===== src/design/game_handshake_filter_unit_macros.svh =====
// ----------------------------------------------------------------------------
// Handshake filter assertion macros
// Shared concurrent assertion forms, clocked on clk, disabled in reset.
// ----------------------------------------------------------------------------
`ifndef GAME_HANDSHAKE_FILTER_UNIT_MACROS_SVH
`define GAME_HANDSHAKE_FILTER_UNIT_MACROS_SVH

// same-cycle implication
`define GHF_ASSERT_IMP(label, ante, cons, msg) \
  label: assert property (@(posedge clk) disable iff (!rst_n) (ante) |-> (cons)) \
    else $error(msg);

// next-cycle implication
`define GHF_ASSERT_NXT(label, ante, cons, msg) \
  label: assert property (@(posedge clk) disable iff (!rst_n) (ante) |=> (cons)) \
    else $error(msg);

`endif


===== src/design/ghf_pkg.sv =====
// ----------------------------------------------------------------------------
// Handshake filter package
// Constants, phase and cause codes, and shared types.
// ----------------------------------------------------------------------------
package ghf_pkg;

  localparam int MAX_VARINT_BYTES = 5;
  localparam int MAX_ADDRESS_LEN  = 1024;
  localparam int PORT_BYTES       = 2;

  localparam int PHASE_W = 3;
  localparam int COUNT_W = 3;
  localparam int SKIP_W  = 11;
  localparam int CFG_IDX_W = 2;

  // parse phases
  localparam logic [PHASE_W-1:0] PH_LEN     = 3'd0;
  localparam logic [PHASE_W-1:0] PH_ID      = 3'd1;
  localparam logic [PHASE_W-1:0] PH_PROTO   = 3'd2;
  localparam logic [PHASE_W-1:0] PH_ADDRLEN = 3'd3;
  localparam logic [PHASE_W-1:0] PH_ADDR    = 3'd4;
  localparam logic [PHASE_W-1:0] PH_PORT    = 3'd5;
  localparam logic [PHASE_W-1:0] PH_NEXT    = 3'd6;

  // reject causes
  localparam logic [1:0] CAUSE_NONE      = 2'd0;
  localparam logic [1:0] CAUSE_PROTO     = 2'd1;
  localparam logic [1:0] CAUSE_NEXT      = 2'd2;
  localparam logic [1:0] CAUSE_MALFORMED = 2'd3;

  // configuration register indexes
  localparam logic [CFG_IDX_W-1:0] REG_PROTOCOL_MIN   = 2'd0;
  localparam logic [CFG_IDX_W-1:0] REG_PROTOCOL_MAX   = 2'd1;
  localparam logic [CFG_IDX_W-1:0] REG_NEXT_STATE_MIN = 2'd2;
  localparam logic [CFG_IDX_W-1:0] REG_NEXT_STATE_MAX = 2'd3;

  localparam logic [31:0] PROTOCOL_MIN_RST   = 32'd250;
  localparam logic [31:0] PROTOCOL_MAX_RST   = 32'd340;
  localparam logic [7:0]  NEXT_STATE_MIN_RST = 8'd1;
  localparam logic [7:0]  NEXT_STATE_MAX_RST = 8'd2;

  typedef struct packed {
    logic [31:0] protocol_min;
    logic [31:0] protocol_max;
    logic [7:0]  next_state_min;
    logic [7:0]  next_state_max;
  } ghf_cfg_t;

  typedef struct packed {
    logic [31:0] next_state_seen;
    logic [31:0] protocol_seen;
    logic [1:0]  reject_cause;
    logic        verdict;
  } ghf_result_t;

endpackage


===== src/design/ghf_cfg.sv =====
// ----------------------------------------------------------------------------
// Handshake filter configuration registers
// Holds the protocol and next-state acceptance ranges.
// ----------------------------------------------------------------------------
module ghf_cfg
  import ghf_pkg::*;
(
  input  logic                 clk,
  input  logic                 rst_n,
  input  logic                 cfg_valid,
  output logic                 cfg_ready,
  input  logic [CFG_IDX_W-1:0] cfg_index,
  input  logic [31:0]          cfg_data,
  output ghf_cfg_t             cfg_o
);

  ghf_cfg_t cfg_r;
  ghf_cfg_t cfg_nxt;

  assign cfg_ready = 1'b1;
  assign cfg_o     = cfg_r;

  always_comb begin
    cfg_nxt = cfg_r;
    if (cfg_valid) begin
      unique case (cfg_index)
        REG_PROTOCOL_MIN:   cfg_nxt.protocol_min   = cfg_data;
        REG_PROTOCOL_MAX:   cfg_nxt.protocol_max   = cfg_data;
        REG_NEXT_STATE_MIN: cfg_nxt.next_state_min = cfg_data[7:0];
        REG_NEXT_STATE_MAX: cfg_nxt.next_state_max = cfg_data[7:0];
      endcase
    end
  end

  always_ff @(posedge clk) begin
    if (!rst_n) begin
      cfg_r.protocol_min   <= PROTOCOL_MIN_RST;
      cfg_r.protocol_max   <= PROTOCOL_MAX_RST;
      cfg_r.next_state_min <= NEXT_STATE_MIN_RST;
      cfg_r.next_state_max <= NEXT_STATE_MAX_RST;
    end else begin
      cfg_r <= cfg_nxt;
    end
  end

endmodule


===== src/design/ghf_parser.sv =====
// ----------------------------------------------------------------------------
// Handshake filter byte parser
// Per-byte handshake parse state and verdict logic.
// ----------------------------------------------------------------------------
module ghf_parser
  import ghf_pkg::*;
(
  input  logic        clk,
  input  logic        rst_n,
  input  logic        step,
  input  logic [7:0]  data_byte,
  input  logic        conn_start,
  input  ghf_cfg_t    cfg_i,
  output logic        emit,
  output ghf_result_t result
);

  logic [PHASE_W-1:0] phase_r, phase_nxt, phase_eff;
  logic [31:0]        accum_r, accum_nxt, accum_eff;
  logic [COUNT_W-1:0] count_r, count_nxt, count_eff;
  logic [SKIP_W-1:0]  skip_r, skip_nxt, skip_eff, skip_dec;
  logic [31:0]        hold_r, hold_nxt, hold_eff;
  logic               judged_r, judged_nxt, judged_eff;
  logic [31:0]        shifted;
  logic [31:0]        value;
  logic               too_long;

  // a new connection clears the parser before this byte is parsed
  always_comb begin
    if (conn_start) begin
      phase_eff  = PH_LEN;
      accum_eff  = '0;
      count_eff  = '0;
      skip_eff   = '0;
      hold_eff   = '0;
      judged_eff = 1'b0;
    end else begin
      phase_eff  = phase_r;
      accum_eff  = accum_r;
      count_eff  = count_r;
      skip_eff   = skip_r;
      hold_eff   = hold_r;
      judged_eff = judged_r;
    end
  end

  always_comb begin
    case (count_eff)
      3'd0:    shifted = 32'(data_byte[6:0]);
      3'd1:    shifted = 32'(data_byte[6:0]) << 7;
      3'd2:    shifted = 32'(data_byte[6:0]) << 14;
      3'd3:    shifted = 32'(data_byte[6:0]) << 21;
      3'd4:    shifted = 32'(data_byte[6:0]) << 28;
      default: shifted = '0;
    endcase
  end

  assign value    = accum_eff | shifted;
  assign too_long = (count_eff >= COUNT_W'(MAX_VARINT_BYTES)) || (count_eff > 3'd4);
  assign skip_dec = (skip_eff != '0) ? skip_eff - 1'b1 : skip_eff;

  always_comb begin
    phase_nxt  = phase_eff;
    accum_nxt  = accum_eff;
    count_nxt  = count_eff;
    skip_nxt   = skip_eff;
    hold_nxt   = hold_eff;
    judged_nxt = judged_eff;
    emit       = 1'b0;
    result     = '0;
    if (!judged_eff) begin
      unique case (phase_eff) inside
        PH_LEN, PH_PROTO, PH_ADDRLEN, PH_NEXT: begin
          if (too_long) begin
            emit                 = 1'b1;
            judged_nxt           = 1'b1;
            result.verdict       = 1'b1;
            result.reject_cause  = CAUSE_MALFORMED;
            result.protocol_seen = hold_eff;
          end else if (data_byte[7]) begin
            accum_nxt = value;
            count_nxt = count_eff + 1'b1;
          end else begin
            accum_nxt = '0;
            count_nxt = '0;
            if (phase_eff == PH_LEN) begin
              phase_nxt = PH_ID;
            end else if (phase_eff == PH_PROTO) begin
              hold_nxt  = value;
              phase_nxt = PH_ADDRLEN;
            end else if (phase_eff == PH_ADDRLEN) begin
              if (value > 32'(MAX_ADDRESS_LEN)) begin
                emit                 = 1'b1;
                judged_nxt           = 1'b1;
                result.verdict       = 1'b1;
                result.reject_cause  = CAUSE_MALFORMED;
                result.protocol_seen = hold_eff;
              end else if (value == '0) begin
                skip_nxt  = SKIP_W'(PORT_BYTES);
                phase_nxt = PH_PORT;
              end else begin
                skip_nxt  = value[SKIP_W-1:0];
                phase_nxt = PH_ADDR;
              end
            end else begin
              emit                   = 1'b1;
              judged_nxt             = 1'b1;
              result.protocol_seen   = hold_eff;
              result.next_state_seen = value;
              if (hold_eff < cfg_i.protocol_min || hold_eff > cfg_i.protocol_max) begin
                result.verdict      = 1'b1;
                result.reject_cause = CAUSE_PROTO;
              end else if (value < 32'(cfg_i.next_state_min) ||
                           value > 32'(cfg_i.next_state_max)) begin
                result.verdict      = 1'b1;
                result.reject_cause = CAUSE_NEXT;
              end else begin
                result.verdict      = 1'b0;
                result.reject_cause = CAUSE_NONE;
              end
            end
          end
        end
        PH_ID: phase_nxt = PH_PROTO;
        PH_ADDR: begin
          skip_nxt = skip_dec;
          if (skip_dec == '0) begin
            skip_nxt  = SKIP_W'(PORT_BYTES);
            phase_nxt = PH_PORT;
          end
        end
        PH_PORT: begin
          skip_nxt = skip_dec;
          if (skip_dec == '0) begin
            phase_nxt = PH_NEXT;
          end
        end
        default: phase_nxt = PH_LEN;
      endcase
    end
  end

  always_ff @(posedge clk) begin
    if (!rst_n) begin
      phase_r  <= PH_LEN;
      accum_r  <= '0;
      count_r  <= '0;
      skip_r   <= '0;
      hold_r   <= '0;
      judged_r <= 1'b0;
    end else if (step) begin
      phase_r  <= phase_nxt;
      accum_r  <= accum_nxt;
      count_r  <= count_nxt;
      skip_r   <= skip_nxt;
      hold_r   <= hold_nxt;
      judged_r <= judged_nxt;
    end
  end

endmodule


===== src/design/game_handshake_filter_unit.sv =====
// ----------------------------------------------------------------------------
// Game handshake filter
// Parses the opening handshake of a client connection and gives one verdict.
// ----------------------------------------------------------------------------
// Usage:
//   in_*  : one client-to-server byte per transaction; in_tuser marks the
//           first byte of a new connection and restarts the parser.
//   out_* : one transaction per finished handshake (verdict, cause, decoded
//           protocol and next state); bytes that finish nothing give none.
//   cfg_* : register writes (index, data), always ready; write only while idle.
// Path: a byte is registered at the input, parsed as it leaves the input
//   register, and its verdict is registered in the result register on out_*.
// Throughput: one byte per cycle while out_* is not stalled; the parser state
//   update is combinational logic between the input register and the result register.
// Reset: parser in the length phase, ranges at 250..340 and 1..2, no result.
// Stall: a result waiting on out_tready holds the input register; the input
//   register still accepts one more byte, then in_tready drops.
// ----------------------------------------------------------------------------
`include "game_handshake_filter_unit_macros.svh"

module game_handshake_filter_unit
  import ghf_pkg::*;
(
  input  logic                 clk,
  input  logic                 rst_n,
  // configuration
  input  logic                 cfg_valid,
  output logic                 cfg_ready,
  input  logic [CFG_IDX_W-1:0] cfg_index,
  input  logic [31:0]          cfg_data,
  // input bytes
  input  logic                 in_tvalid,
  output logic                 in_tready,
  input  logic [7:0]           in_tdata,   // [7:0] data_byte
  input  logic                 in_tuser,   // [0] conn_start
  // verdicts
  output logic                 out_tvalid,
  input  logic                 out_tready,
  output logic [63:0]          out_tdata,  // [31:0] protocol_seen, [63:32] next_state_seen
  output logic [2:0]           out_tuser   // [0] verdict, [2:1] reject_cause
);

  ghf_cfg_t    cfg;
  ghf_result_t res;
  ghf_result_t res_r;
  logic        emit;
  logic [7:0]  byte_r;
  logic        start_r;
  logic        in_valid_r, in_valid_nxt;
  logic        out_valid_r, out_valid_nxt;
  logic        advance;

  ghf_cfg u_cfg (
    .clk       (clk),
    .rst_n     (rst_n),
    .cfg_valid (cfg_valid),
    .cfg_ready (cfg_ready),
    .cfg_index (cfg_index),
    .cfg_data  (cfg_data),
    .cfg_o     (cfg)
  );

  // byte leaves the input register when the result slot is free
  assign advance   = in_valid_r && (!out_valid_r || out_tready);
  assign in_tready = !in_valid_r || advance;

  ghf_parser u_parser (
    .clk        (clk),
    .rst_n      (rst_n),
    .step       (advance),
    .data_byte  (byte_r),
    .conn_start (start_r),
    .cfg_i      (cfg),
    .emit       (emit),
    .result     (res)
  );

  always_comb begin
    in_valid_nxt = in_valid_r;
    if (in_tvalid && in_tready) begin
      in_valid_nxt = 1'b1;
    end else if (advance) begin
      in_valid_nxt = 1'b0;
    end
    out_valid_nxt = out_valid_r;
    if (advance && emit) begin
      out_valid_nxt = 1'b1;
    end else if (out_tready) begin
      out_valid_nxt = 1'b0;
    end
  end

  always_ff @(posedge clk) begin
    if (!rst_n) begin
      in_valid_r  <= 1'b0;
      out_valid_r <= 1'b0;
    end else begin
      in_valid_r  <= in_valid_nxt;
      out_valid_r <= out_valid_nxt;
    end
  end

  always_ff @(posedge clk) begin
    if (in_tvalid && in_tready) begin
      byte_r  <= in_tdata;
      start_r <= in_tuser;
    end
    if (advance && emit) begin
      res_r <= res;
    end
  end

  assign out_tvalid = out_valid_r;
  assign out_tdata  = {res_r.next_state_seen, res_r.protocol_seen};
  assign out_tuser  = {res_r.reject_cause, res_r.verdict};

  `GHF_ASSERT_IMP(a_verdict_cause, out_tvalid,
    out_tuser[0] == (out_tuser[2:1] != CAUSE_NONE), "verdict and cause disagree")
  `GHF_ASSERT_IMP(a_malformed_no_next, out_tvalid && out_tuser[2:1] == CAUSE_MALFORMED,
    out_tdata[63:32] == 32'd0, "malformed result carries a next state")
  `GHF_ASSERT_IMP(a_full_blocks_input, in_valid_r && out_valid_r && !out_tready,
    !in_tready, "input taken while pipeline is blocked")
  `GHF_ASSERT_NXT(a_result_loaded, advance && emit, out_valid_r,
    "verdict lost on its way to the result register")

endmodule


===== config.mk =====
export PLATFORM = sky130hd
export DESIGN_NAME = game_handshake_filter_unit
export DESIGN_NICKNAME = d
export VERILOG_FILES = /design/src/design/ghf_pkg.sv /design/src/design/ghf_cfg.sv /design/src/design/ghf_parser.sv /design/src/design/game_handshake_filter_unit.sv
export VERILOG_INCLUDE_DIRS = /design/src /design/src/design
export SDC_FILE = /design/constraint.sdc
export NUM_CORES = 1
export LEC_CHECK = 0
export ABC_AREA = 1
export ABC_CLOCK_PERIOD_IN_PS = 5550
export BUFFER_PORTS_ARGS = -buffer_cell sky130_fd_sc_hd__buf_4
export CAP_MARGIN = 20
export CORE_UTILIZATION = 65
export DETAILED_ROUTE_END_ITERATION = 12
export MAX_ROUTING_LAYER = met4
export PLACE_DENSITY_LB_ADDON = 0.05
export SYNTH_ARGS = -nofsm -noshare
export SYNTH_HDL_FRONTEND = slang
export SYNTH_SLANG_ARGS = --single-unit

===== constraint.sdc =====
create_clock -name clk -period 5.55 [get_ports clk]
set_clock_uncertainty 0.05 [all_clocks]
set_input_delay 1.11 -clock clk [delete_from_list [all_inputs] [get_ports clk]]
set_output_delay 1.11 -clock clk [all_outputs]
set_load 0.01 [all_outputs]

==> results.toml <==
[timing]
tns_ns = 0
timing_hold_violations_final = 0
max_freq_ghz = 0.219
hold_ws_ns = 0.409
slew_viol_final = 0
setup_viol_count_final = 0
tightest_slew_ns = 1.09
period_needed_ns = 4.57
finalCritPeriodShare = 0.824
rsz0062_at_grt = "no"
slew-limit-headroom = 0.275

[routing]
drt_first_pass_iters = 6
wl_per_cell_um = 17.7
ant_nets = 0
num_vias = 12140
vias_per_cell = 5.92
totalWireLength_um = 36300
drc = 0
first_iter_violations = 1317

[worst_setup_path]
worstSetupStartpointType = "register"
crit_start = "start_r"
crit_fanout = 70
cp.required_ns = 5.70
crit_path_end_kind = "register"
reg2reg_from = "start_r"
critPathKind = "reg -> reg"
arrival_ns = 4.72

[die]
die-area_mm2 = 0.0204
ioPinCount = 118
fp.dieW_um = 143
initial_utilization = 0.663
core_mm2 = 0.0195
die-height_um = 143
rows = 51

[synthesis]
synth_top_area_frac = 0.255
synth-compound-area-share = 0.195
synthCells = 1696
yosys.area_share.simple = 0.197
postSynthAreaPerCell_um2 = 7.60
synth_nets = 1824
yosys-top-cells-area = "dfxtp_1, edfxtp_1, nand2_1"
ys_async_sr_fraction = 0
synth_top_family_by_area = "simple AND/OR/NAND/NOR gates"
synth_mux_area_frac = 0
synth-seq-cells = 240
synth_edf_count = 76
synth_xor_area_frac = 0.00340
seq_area_frac_synth = 0.432
yosysWarnings = 0
yosysTopAreaCell = "dfxtp_1"
synth_flop_cell = "dfxtp_1"
ys_types = 41
synth_fa_ha_area_frac = 0.0776
synth_area_mm2 = 0.0129

[layout]
antenna_cells = 0
final_cell_mix = "nand2_1, a21oi_1, inv_1"
final_util = 0.751
area_growth_syn_to_layout_pct = 13.3
final_common_cell = "nand2_1"
fin_nets = 1896
drive_above_1_share = 0.113

[grt]
grt_usage = 0.366
grt_start_max_net_pins = 122
grt_pass1_wl_um = 56900
grt_overflow_total = 0
first_global_vias = 11104
antenna_found_initial = 0

[run_status]
outcome = "completed"

[cts]
cts.clk_slew.worst_paths_ns = 0.06
numCtsBuffers = 25
postCtsResizedCells = 0
postCtsSetupRepairBufs = 0
holdBufCountCts = 0
clock_tree.root_cell = "clkbuf_16"
clock_sinks = 240
cts_tree = "built"
clk_latency_ns = 0.53
cts_buffer_depth = 3
htree_levels = 1

[power]
powerDensity_mw_per_mm2 = 285
p_leak_nw = 6.42
peakVddDrop_mv = 0.252

[hold_path]
hold_path_startpoint = "u_cfg.cfg_o[48]"
hold_class = "reg -> reg"

[placed_design]
gp_congestion = 0.937
hpwl_um = 25100
port_buffers = 116

[flow_run]
maxCapViolations = 0
==> synthesized netlist by cell type, types with 2 or more instances <==
| cell type | n |
|---|---|
| nand3_1 | 92 |
| nand4_1 | 24 |
| a31oi_1 | 3 |
| xor2_1 | 4 |
| buf_6 | 6 |
| clkinv_1 | 4 |
| nor2_4 | 3 |
| buf_4 | 5 |
| clkbuf_1 | 58 |
| o221ai_1 | 6 |
| o21ai_1 | 5 |
| buf_2 | 11 |
| nor2_2 | 6 |
| edfxtp_1 | 76 |
| ha_1 | 80 |
| nand2_1 | 319 |
| a21oi_2 | 2 |
| o21a_1 | 2 |
| nor4_1 | 3 |
| nand2_2 | 11 |
| nand2_4 | 2 |
| nor2_1 | 123 |
| o211ai_1 | 51 |
| buf_1 | 3 |
| nor3_1 | 12 |
| dfxtp_1 | 164 |
| o21ai_0 | 154 |
| a21oi_1 | 234 |
| inv_2 | 7 |
| inv_1 | 212 |
| a211oi_1 | 4 |
==> power by group <==
group          internal (mW)  switching (mW)
clock                  0.948           0.699
combinational          0.197           0.408
sequential              1.87          0.0404
total                   3.02            1.15
==> per-stage QoR <==
| step | power [mW] | cell area [µm²] | setup WS, ns | instances |
|---|---|---|---|---|
| after floorplan | 2.36 | 12900 | 1.79 | 1696 |
| after global placement | 2.52 | 13800 | 1.25 | 2006 |
| after detailed placement | 2.54 | 13800 | 1.15 | 2006 |
| after CTS | 4.15 | 14600 | 1.12 | 2052 |
| after global routing | 4.31 | 14600 | 0.801 | 2052 |
| final | 4.17 | 14600 | 0.978 | 2052 |
==> logic make-up (layout without fill, tap and decap cells) <==
group	after synthesis	count (layout)
flip-flops	240	240
buffers and inverters	307	398
AO/OA/AOI/OAI	465	465
other	1	1
AND/OR/NAND/NOR	598	598
adder cells (fa/ha/maj)	80	80
XOR/XNOR	5	5
==> routing by layer <==
metal,track usage,wire [µm]
met1,0.493,15700
met4,0.132,1230
met2,0.559,16200
met5,-,0
met3,0.0550,3210
==> registers in the layout (all words and copies together) (netlist names) <==
name,cells
u_cfg.cfg_o,80
out_tdata,64
u_parser.accum_r,32
u_parser.hold_r,32
u_parser.skip_r,11
byte_r,8
out_tuser,3
u_parser.count_r,3
u_parser.phase_r,3
in_valid_r,1
out_tvalid,1
start_r,1
u_parser.judged_r,1
==> path summary, 6_finish.rpt <==
kind / endpoint / slack [ns] / cells past startpoint
worst min register to register: u_cfg.cfg_o[48] / 0.41 / 2
worst max-delay path: out_tdata[53] / 0.98 / 15
worst max register to register: out_tdata[53] / 0.98 / 15
worst min-delay path: u_cfg.cfg_o[48] / 0.41 / 2
==> area by class of cell <==
type	count	area, µm²
clock buffers	32	672
multi-input cells	1149	6110
fillers	1450	4850
flip-flops and latches	240	5570
repair buffers	129	981
clock inverters	14	123
inverters	223	837
well taps	265	332
==> worst max-delay path, stage by stage, from the launching register on <==
cell and delay [ns]:
edfxtp_1 0.66, inv_2 0.19, buf_4 0.71, nand2_1 0.22, nand2_1 0.28, nor2_1 0.08, nand2_1 0.07, nor2_1 0.06
nand2_1 0.07, nand2_1 0.24, nand2_2 0.34, nand2_1 0.13, a21oi_2 0.19, nand2_1 0.11, inv_2 0.46, buf_12 0.32
Power figures use the tool's default switching activity.
